$ cat config.mk
export PLATFORM = sky130hd
export DESIGN_NAME = wildcard_pattern_matcher
export DESIGN_NICKNAME = d
export VERILOG_FILES = /design/src/hw/rtl/wpm_pkg.sv /design/src/hw/rtl/wpm_ram.sv /design/src/hw/rtl/wpm_datapath.sv /design/src/hw/rtl/wpm_controller.sv /design/src/hw/rtl/wildcard_pattern_matcher.sv
export SDC_FILE = /design/constraint.sdc
export NUM_CORES = 2
export LEC_CHECK = 0
export BUFFER_PORTS_ARGS = -buffer_cell sky130_fd_sc_hd__clkbuf_2
export CAP_MARGIN = 5
export CORE_ASPECT_RATIO = 1.5
export CORE_MARGIN = 2
export CORE_UTILIZATION = 55
export DETAILED_ROUTE_END_ITERATION = 7
export GPL_TIMING_DRIVEN = 0
export PLACE_DENSITY = 0.72
export SLEW_MARGIN = 20
export SYNTH_ARGS = -nofsm -noshare
export SYNTH_HDL_FRONTEND = slang
export SYNTH_SLANG_ARGS = --single-unit
$ cat constraint.sdc
create_clock -name clock -period 7.55 [get_ports clock]
set_clock_uncertainty 0.15 [all_clocks]
set_input_delay 0.755 -clock clock [delete_from_list [all_inputs] [get_ports clock]]
set_output_delay 0.755 -clock clock [all_outputs]
set_load 0.03 [all_outputs]
$ cat src/hw/rtl/wpm_pkg.sv
package wpm_pkg;

   localparam logic [1:0] CMD_APPEND_PATTERN = 2'd0;
   localparam logic [1:0] CMD_APPEND_TEXT    = 2'd1;
   localparam logic [1:0] CMD_RUN            = 2'd2;

   localparam logic [7:0] SYM_ANY_ONE = 8'h3F;
   localparam logic [7:0] SYM_ANY_RUN = 8'h2A;

   typedef enum logic [2:0] {
      OP_NONE,
      OP_START,
      OP_ADVANCE,
      OP_STAR,
      OP_TAIL,
      OP_BACKTRACK,
      OP_CLEAR
   } dp_op_type;

   typedef struct packed {
      logic      append_pattern;
      logic      append_text;
      dp_op_type op;
   } dp_cmd_type;

   typedef struct packed {
      logic overflow;
      logic pi_lt_plen;
      logic ti_lt_tlen;
      logic pi_last;
      logic p_star;
      logic p_hit;
      logic have_mark;
   } dp_status_type;

endpackage

$ cat src/hw/rtl/wpm_ram.sv
module wpm_ram #(
   parameter int WIDTH = 8,
   parameter int DEPTH = 64,
   localparam int ADDR_W = (DEPTH > 1) ? $clog2(DEPTH) : 1
) (
   input  logic              clock,
   input  logic              wr_en,
   input  logic [ADDR_W-1:0] wr_addr,
   input  logic [WIDTH-1:0]  wr_data,
   input  logic [ADDR_W-1:0] rd_addr,
   output logic [WIDTH-1:0]  rd_data
);

   logic [WIDTH-1:0] mem_ff [DEPTH];
   logic [WIDTH-1:0] rd_data_ff;

   always_ff @(posedge clock) begin
      if (wr_en) begin
         mem_ff[wr_addr] <= wr_data;
      end
      rd_data_ff <= mem_ff[rd_addr];
   end

   assign rd_data = rd_data_ff;

endmodule

$ cat src/hw/rtl/wpm_datapath.sv
module wpm_datapath #(
   parameter int MAX_PATTERN = 64,
   parameter int MAX_TEXT    = 256
) (
   input  logic                   clock,
   input  logic                   reset,
   input  logic [7:0]             char_byte,
   input  wpm_pkg::dp_cmd_type    dp_cmd,
   output wpm_pkg::dp_status_type dp_status
);

   import wpm_pkg::*;

   localparam int PLW = $clog2(MAX_PATTERN + 1);
   localparam int TLW = $clog2(MAX_TEXT + 1);
   localparam int PAW = (MAX_PATTERN > 1) ? $clog2(MAX_PATTERN) : 1;
   localparam int TAW = (MAX_TEXT > 1) ? $clog2(MAX_TEXT) : 1;

   logic [PLW-1:0] plen_ff, plen_in;
   logic [TLW-1:0] tlen_ff, tlen_in;
   logic           overflow_ff, overflow_in;
   logic [PLW-1:0] pi_ff, pi_in;
   logic [TLW-1:0] ti_ff, ti_in;
   logic [PLW-1:0] mark_p_ff, mark_p_in;
   logic [TLW-1:0] mark_t_ff, mark_t_in;
   logic           have_mark_ff, have_mark_in;

   logic           pat_room;
   logic           txt_room;
   logic           pat_wr;
   logic           txt_wr;
   logic [7:0]     p_data;
   logic [7:0]     t_data;
   logic [PLW-1:0] pi_plus;
   logic [TLW-1:0] ti_plus;
   logic [TLW-1:0] mark_t_plus;

   assign pat_room = plen_ff < PLW'(MAX_PATTERN);
   assign txt_room = tlen_ff < TLW'(MAX_TEXT);
   assign pat_wr   = dp_cmd.append_pattern & pat_room;
   assign txt_wr   = dp_cmd.append_text & txt_room;

   wpm_ram #(.WIDTH(8), .DEPTH(MAX_PATTERN)) u_pattern_ram (
      .clock   (clock),
      .wr_en   (pat_wr),
      .wr_addr (plen_ff[PAW-1:0]),
      .wr_data (char_byte),
      .rd_addr (pi_ff[PAW-1:0]),
      .rd_data (p_data)
   );

   wpm_ram #(.WIDTH(8), .DEPTH(MAX_TEXT)) u_text_ram (
      .clock   (clock),
      .wr_en   (txt_wr),
      .wr_addr (tlen_ff[TAW-1:0]),
      .wr_data (char_byte),
      .rd_addr (ti_ff[TAW-1:0]),
      .rd_data (t_data)
   );

   assign pi_plus     = pi_ff + PLW'(1);
   assign ti_plus     = ti_ff + TLW'(1);
   assign mark_t_plus = mark_t_ff + TLW'(1);

   always_comb begin
      plen_in      = plen_ff;
      tlen_in      = tlen_ff;
      overflow_in  = overflow_ff;
      pi_in        = pi_ff;
      ti_in        = ti_ff;
      mark_p_in    = mark_p_ff;
      mark_t_in    = mark_t_ff;
      have_mark_in = have_mark_ff;

      if (pat_wr) begin
         plen_in = plen_ff + PLW'(1);
      end
      if (txt_wr) begin
         tlen_in = tlen_ff + TLW'(1);
      end
      // drop the byte and flag it when the store is full
      if ((dp_cmd.append_pattern & ~pat_room) | (dp_cmd.append_text & ~txt_room)) begin
         overflow_in = 1'b1;
      end

      unique case (dp_cmd.op)
         OP_NONE: begin
         end
         OP_START: begin
            pi_in        = '0;
            ti_in        = '0;
            have_mark_in = 1'b0;
         end
         OP_ADVANCE: begin
            pi_in = pi_plus;
            ti_in = ti_plus;
         end
         OP_STAR: begin
            pi_in        = pi_plus;
            mark_p_in    = pi_plus;
            mark_t_in    = ti_ff;
            have_mark_in = 1'b1;
         end
         OP_TAIL: begin
            pi_in = pi_plus;
         end
         OP_BACKTRACK: begin
            mark_t_in = mark_t_plus;
            ti_in     = mark_t_plus;
            pi_in     = mark_p_ff;
         end
         OP_CLEAR: begin
            plen_in     = '0;
            tlen_in     = '0;
            overflow_in = 1'b0;
         end
         default: begin
         end
      endcase
   end

   always_ff @(posedge clock) begin
      if (reset) begin
         plen_ff      <= '0;
         tlen_ff      <= '0;
         overflow_ff  <= 1'b0;
         have_mark_ff <= 1'b0;
      end else begin
         plen_ff      <= plen_in;
         tlen_ff      <= tlen_in;
         overflow_ff  <= overflow_in;
         have_mark_ff <= have_mark_in;
      end
      pi_ff     <= pi_in;
      ti_ff     <= ti_in;
      mark_p_ff <= mark_p_in;
      mark_t_ff <= mark_t_in;
   end

   assign dp_status.overflow   = overflow_ff;
   assign dp_status.pi_lt_plen = pi_ff < plen_ff;
   assign dp_status.ti_lt_tlen = ti_ff < tlen_ff;
   assign dp_status.pi_last    = pi_plus == plen_ff;
   assign dp_status.p_star     = p_data == SYM_ANY_RUN;
   assign dp_status.p_hit      = (p_data == SYM_ANY_ONE) || (p_data == t_data);
   assign dp_status.have_mark  = have_mark_ff;

endmodule

$ cat src/hw/rtl/wpm_controller.sv
module wpm_controller (
   input  logic                   clock,
   input  logic                   reset,
   input  logic                   req_valid,
   output logic                   req_ready,
   input  logic [1:0]             req_command,
   output logic                   rsp_valid,
   input  logic                   rsp_ready,
   output logic                   rsp_matched,
   output logic                   rsp_overflow,
   output wpm_pkg::dp_cmd_type    dp_cmd,
   input  wpm_pkg::dp_status_type dp_status
);

   import wpm_pkg::*;

   typedef enum logic [1:0] {
      ST_IDLE,
      ST_READ,
      ST_EVAL,
      ST_FINISH
   } state_type;

   state_type state_ff, state_in;
   logic      match_ff, match_in;
   logic      rsp_valid_ff;
   logic      rsp_matched_ff;
   logic      rsp_overflow_ff;
   logic      slot_free;
   logic      accept;

   assign req_ready = state_ff == ST_IDLE;
   assign accept    = req_valid & req_ready;
   assign slot_free = ~rsp_valid_ff | rsp_ready;

   always_comb begin
      state_in              = state_ff;
      match_in              = match_ff;
      dp_cmd.append_pattern = 1'b0;
      dp_cmd.append_text    = 1'b0;
      dp_cmd.op             = OP_NONE;

      unique case (state_ff)
         ST_IDLE: begin
            if (accept) begin
               priority case (req_command)
                  CMD_APPEND_PATTERN: dp_cmd.append_pattern = 1'b1;
                  CMD_APPEND_TEXT:    dp_cmd.append_text = 1'b1;
                  CMD_RUN: begin
                     if (dp_status.overflow) begin
                        match_in = 1'b0;
                        state_in = ST_FINISH;
                     end else begin
                        dp_cmd.op = OP_START;
                        state_in  = ST_READ;
                     end
                  end
                  default: begin
                  end
               endcase
            end
         end
         ST_READ: begin
            state_in = ST_EVAL;
         end
         ST_EVAL: begin
            state_in = ST_READ;
            if (dp_status.ti_lt_tlen) begin
               priority if (dp_status.pi_lt_plen && dp_status.p_star) begin
                  if (dp_status.pi_last) begin
                     match_in = 1'b1;
                     state_in = ST_FINISH;
                  end else begin
                     dp_cmd.op = OP_STAR;
                  end
               end else if (dp_status.pi_lt_plen && dp_status.p_hit) begin
                  dp_cmd.op = OP_ADVANCE;
               end else if (dp_status.have_mark) begin
                  dp_cmd.op = OP_BACKTRACK;
               end else begin
                  match_in = 1'b0;
                  state_in = ST_FINISH;
               end
            end else begin
               priority if (!dp_status.pi_lt_plen) begin
                  match_in = 1'b1;
                  state_in = ST_FINISH;
               end else if (dp_status.p_star) begin
                  dp_cmd.op = OP_TAIL;
               end else begin
                  match_in = 1'b0;
                  state_in = ST_FINISH;
               end
            end
         end
         ST_FINISH: begin
            if (slot_free) begin
               dp_cmd.op = OP_CLEAR;
               state_in  = ST_IDLE;
            end
         end
         default: begin
            state_in = ST_IDLE;
         end
      endcase
   end

   always_ff @(posedge clock) begin
      if (reset) begin
         state_ff     <= ST_IDLE;
         rsp_valid_ff <= 1'b0;
      end else begin
         state_ff <= state_in;
         if ((state_ff == ST_FINISH) && slot_free) begin
            rsp_valid_ff <= 1'b1;
         end else if (rsp_ready) begin
            rsp_valid_ff <= 1'b0;
         end
      end
      match_ff <= match_in;
      if ((state_ff == ST_FINISH) && slot_free) begin
         rsp_matched_ff  <= match_ff;
         rsp_overflow_ff <= dp_status.overflow;
      end
   end

   assign rsp_valid    = rsp_valid_ff;
   assign rsp_matched  = rsp_matched_ff;
   assign rsp_overflow = rsp_overflow_ff;

endmodule

$ cat src/hw/rtl/wildcard_pattern_matcher.sv
// Channel  Direction  Signals                                   Beat
// req      in         req_valid/ready, req_command, req_char_byte  one command
// rsp      out        rsp_valid/ready, rsp_matched, rsp_overflow   one run result
//
// Append beats can follow back to back.
// A run beat walks both stores, each walk step a RAM read then a decide, and
// ends in the finish step; a run after overflow goes straight to finish.
// Walk steps grow with backtracking, up to roughly (text+1)*(pattern+1).
// Reset is synchronous and clears lengths, flag and control; the stores keep
// whatever they held. A stalled result holds in the output register while
// appends are taken; the next result waits in the finish step until it drains.
module wildcard_pattern_matcher #(
   parameter int MAX_PATTERN = 64,
   parameter int MAX_TEXT    = 256
) (
   input  logic       clock,
   input  logic       reset,
   input  logic       req_valid,
   output logic       req_ready,
   input  logic [1:0] req_command,
   input  logic [7:0] req_char_byte,
   output logic       rsp_valid,
   input  logic       rsp_ready,
   output logic       rsp_matched,
   output logic       rsp_overflow
);

   import wpm_pkg::*;

   // commands from the sequencer, flags back from the stores and pointers
   dp_cmd_type    dp_cmd;
   dp_status_type dp_status;

   // sequencer: decode beats, run the greedy walk, own the result register
   wpm_controller u_controller (
      .clock        (clock),
      .reset        (reset),
      .req_valid    (req_valid),
      .req_ready    (req_ready),
      .req_command  (req_command),
      .rsp_valid    (rsp_valid),
      .rsp_ready    (rsp_ready),
      .rsp_matched  (rsp_matched),
      .rsp_overflow (rsp_overflow),
      .dp_cmd       (dp_cmd),
      .dp_status    (dp_status)
   );

   // stores, lengths, overflow flag, walk pointers and backtrack mark
   wpm_datapath #(
      .MAX_PATTERN (MAX_PATTERN),
      .MAX_TEXT    (MAX_TEXT)
   ) u_datapath (
      .clock     (clock),
      .reset     (reset),
      .char_byte (req_char_byte),
      .dp_cmd    (dp_cmd),
      .dp_status (dp_status)
   );

endmodule

==> out/qor.yml <==
fmax_mhz: 190.3
grt_max_degree: 129
worstMarginPinSlew_ns: 1.339
synth-edff-count: 2595
tns_ns: 0
crit_buf_inv: 4
drc: 1
crit_family: "buffers and inverters"
syn_area_mm2: 0.1024
grt_overflow: 0
rows: 194
finalSetupViolCount: 0
vias: 51910
violations: "DRC"
wl_mm: 268.9
critPathLaunchType: "register"
first_pass_iters: 8
status: "finished, violations left"
synth-simple-area-share: 0.03069
fin_crit_sh: 0.6961
gp_congestion: 0.9707
final_cells: 7929
cts_setup_buffers: 0
place_inst: 7507
synthFlopType: "edfxtp_1"
timing.slew.headroom: 0.1050
antenna_found_initial: 6
area_delta_synth_final_pct: 10.85
crit_slowest_cell: "nor2_1"
critPathCaptureType: "register"
finalCriticalPeriod_ns: 5.255
cp_cell_sequence: "buf_2, buf_2, nor2_1, clkbuf_1, clkbuf_1, a22oi_1, a21oi_1, nor4_1, nor4_1"
coreArea_mm2: 0.1857
synth.area.mux_share: 0.1443
portBuffers: 17
yosysWarnings: 0
critPathMaxStageDelay_ns: 0.95
drtAntennaViolNets: 0
final_nets: 5330
syn-num-nets: 5053
arrival_ns: 5.79
worstPathMaxFanout: 10
wire_per_inst_um: 33.92
syn_avg_cell_area_um2: 20.42
avgViaCountPerCell: 6.546
crit_type: "register to register"
synth_fa_ha_area_frac: 0.002810
grt_use_total: 0.2844
clkSinkCount: 2632
grt_pass1_vias: 52460
post_synth_inst_count: 5016
htreeDepth: 4
maxCapViolCount: 0
drive_above_1_share: 0.2025
drt_iter0_drc: 6972
cts_max_path_buffers: 4
hpwl_mm: 181.5
seq_area_frac_synth: 0.7682
async_reset_ff_frac: 0
initial_core_util: 0.5515
min_path_type: "primary input to register"
numCtsBuffers: 232
die_w_um: 356.3
synth_cell_type_count: 62
cts_tree: "built"
synth_compound_area_frac: 0.03489
synth-xor-area-share: 0.004337
hold_viol: 0
path_clk_slew_ns: 0.07
ir_drop_mv: 0.2150
power_density_mw_per_mm2: 249.5
leakage_nw: 35.15
cts-root-buf: "clkbuf_16"
grt_pass1_wl_mm: 379.2
synth_top_family_by_area: "multiplexers"
die_h_um: 532.5
worst_skew_pair.late_latency_ns: 0.88
final_cell_mix: "2595 x edfxtp_1, 568 x mux4_2, 382 x nor2_1"
mostFrequentLayoutCell: "edfxtp_1"
drv_slew: 0
top_level_ports: 18
rsz0062_at_grt: "false"
die-area_mm2: 0.1897
cts-resized-gates: 0
synth_seq_cells: 2632
crit_required_ns: 8.08
holdBufCountCts: 1
[kinds of logic after synthesis]
kind of cell	count (synthesis)
adder cells (fa/ha/maj)	23
buffers and inverters	317
AND/OR/NAND/NOR	721
XOR/XNOR	46
multiplexers	765
AO/OA/AOI/OAI	512
flip-flops	2632
[synthesized netlist by cell type, drive strengths merged, types with 27 or more instances]
library cell	number	area (µm²)
xnor2	32	280.3
mux2i	188	1882
a211oi	27	220.2
o22ai	54	337.8
nand2	156	585.6
buf	166	950.9
dfxtp	37	740.7
o21ai	28	140.1
a22oi	184	1381
mux4	568	12790
a21oi	106	541.8
edfxtp	2595	77920
nor2	384	1444
nand3	65	330.3
clkbuf	125	469.2
o221ai	72	630.6
[layout make-up]
class	count	area, µm²
fill	12680	72170
clock buffer	300	6205
tap	2450	3065
multi-input combinational	2067	22240
antenna	2	5.005
buffer	291	1434
inverter	26	97.59
sequential	2632	78670
clock inverter	118	969.7
timing repair buffer	43	837.1
[path summary, 6_finish.rpt]
check	endpoint	slack, ns	from	cells past startpoint
setup / recovery	u_datapath.u_text_ram.rd_data[6]	2.29	u_datapath.ti_ff[2]	9
hold / removal	u_controller.rsp_valid	0.13	rsp_ready	3
setup reg to reg	u_datapath.u_text_ram.rd_data[6]	2.29	u_datapath.ti_ff[2]	9
hold reg to reg	u_controller.rsp_matched	0.28	u_controller.match_ff	0
[report_power, final]
group | leakage, nW | internal (W) | switching, W
sequential | 23.6 | 0.0160 | 0.0000105
clock | 3.50 | 0.00626 | 0.00516
combinational | 8.02 | 0.000251 | 0.000592
total | 35.1 | 0.0226 | 0.00576
[registers in the layout, indices dropped and copies added (netlist names)]
signal,count
u_datapath.u_text_ram.mem_ff,2048
u_datapath.u_pattern_ram.mem_ff,512
u_datapath.mark_t_ff,9
u_datapath.ti_ff,9
u_datapath.tlen_ff,9
u_datapath.u_pattern_ram.rd_data,8
u_datapath.u_text_ram.rd_data,8
u_datapath.mark_p_ff,7
u_datapath.pi_ff,7
u_datapath.plen_ff,7
u_controller.state_ff,2
u_controller.match_ff,1
u_controller.rsp_matched,1
u_controller.rsp_overflow,1
u_controller.rsp_valid,1
u_datapath.have_mark_ff,1
u_datapath.overflow_ff,1
[worst register-to-register path, delay by kind of cell (launching register included)]
kind,cells,cell delay (ns)
simple gates,3,1.75
flops,1,0.56
compound gates,2,0.76
buf+inv,4,1.84
[routing by layer]
layer | routed length, µm | share of wire | track usage | vias up
met5 | 8 | 0.000030 | 0 | -
met1 | 88230 | 0.33 | 0.3311 | 26790
met4 | 21580 | 0.080 | 0.1882 | 2
met3 | 21630 | 0.080 | 0.04952 | 770
met2 | 137500 | 0.51 | 0.4845 | 3040
li1 | - | - | - | 21310
[per-stage QoR]
step / hold slack [ns] / power, W / area, µm² / util / setup slack, ns
2_1_floorplan: 0.2503 / 0.01672 / 102400 / - / 4.249
3_3_place_gp: 0.2777 / 0.01724 / 105600 / 0.5685 / 0.6958
3_5_place_dp: 0.2773 / 0.01720 / 106300 / 0.5725 / 2.558
4_1_cts: 0.08655 / 0.02838 / 113500 / 0.6112 / 2.645
5_1_grt: 0.1239 / 0.02896 / 113500 / 0.6113 / 2.450
6_report: 0.1299 / 0.02832 / 113500 / 0.6113 / 2.295
Note: power is estimated with default switching activity, not from simulation.
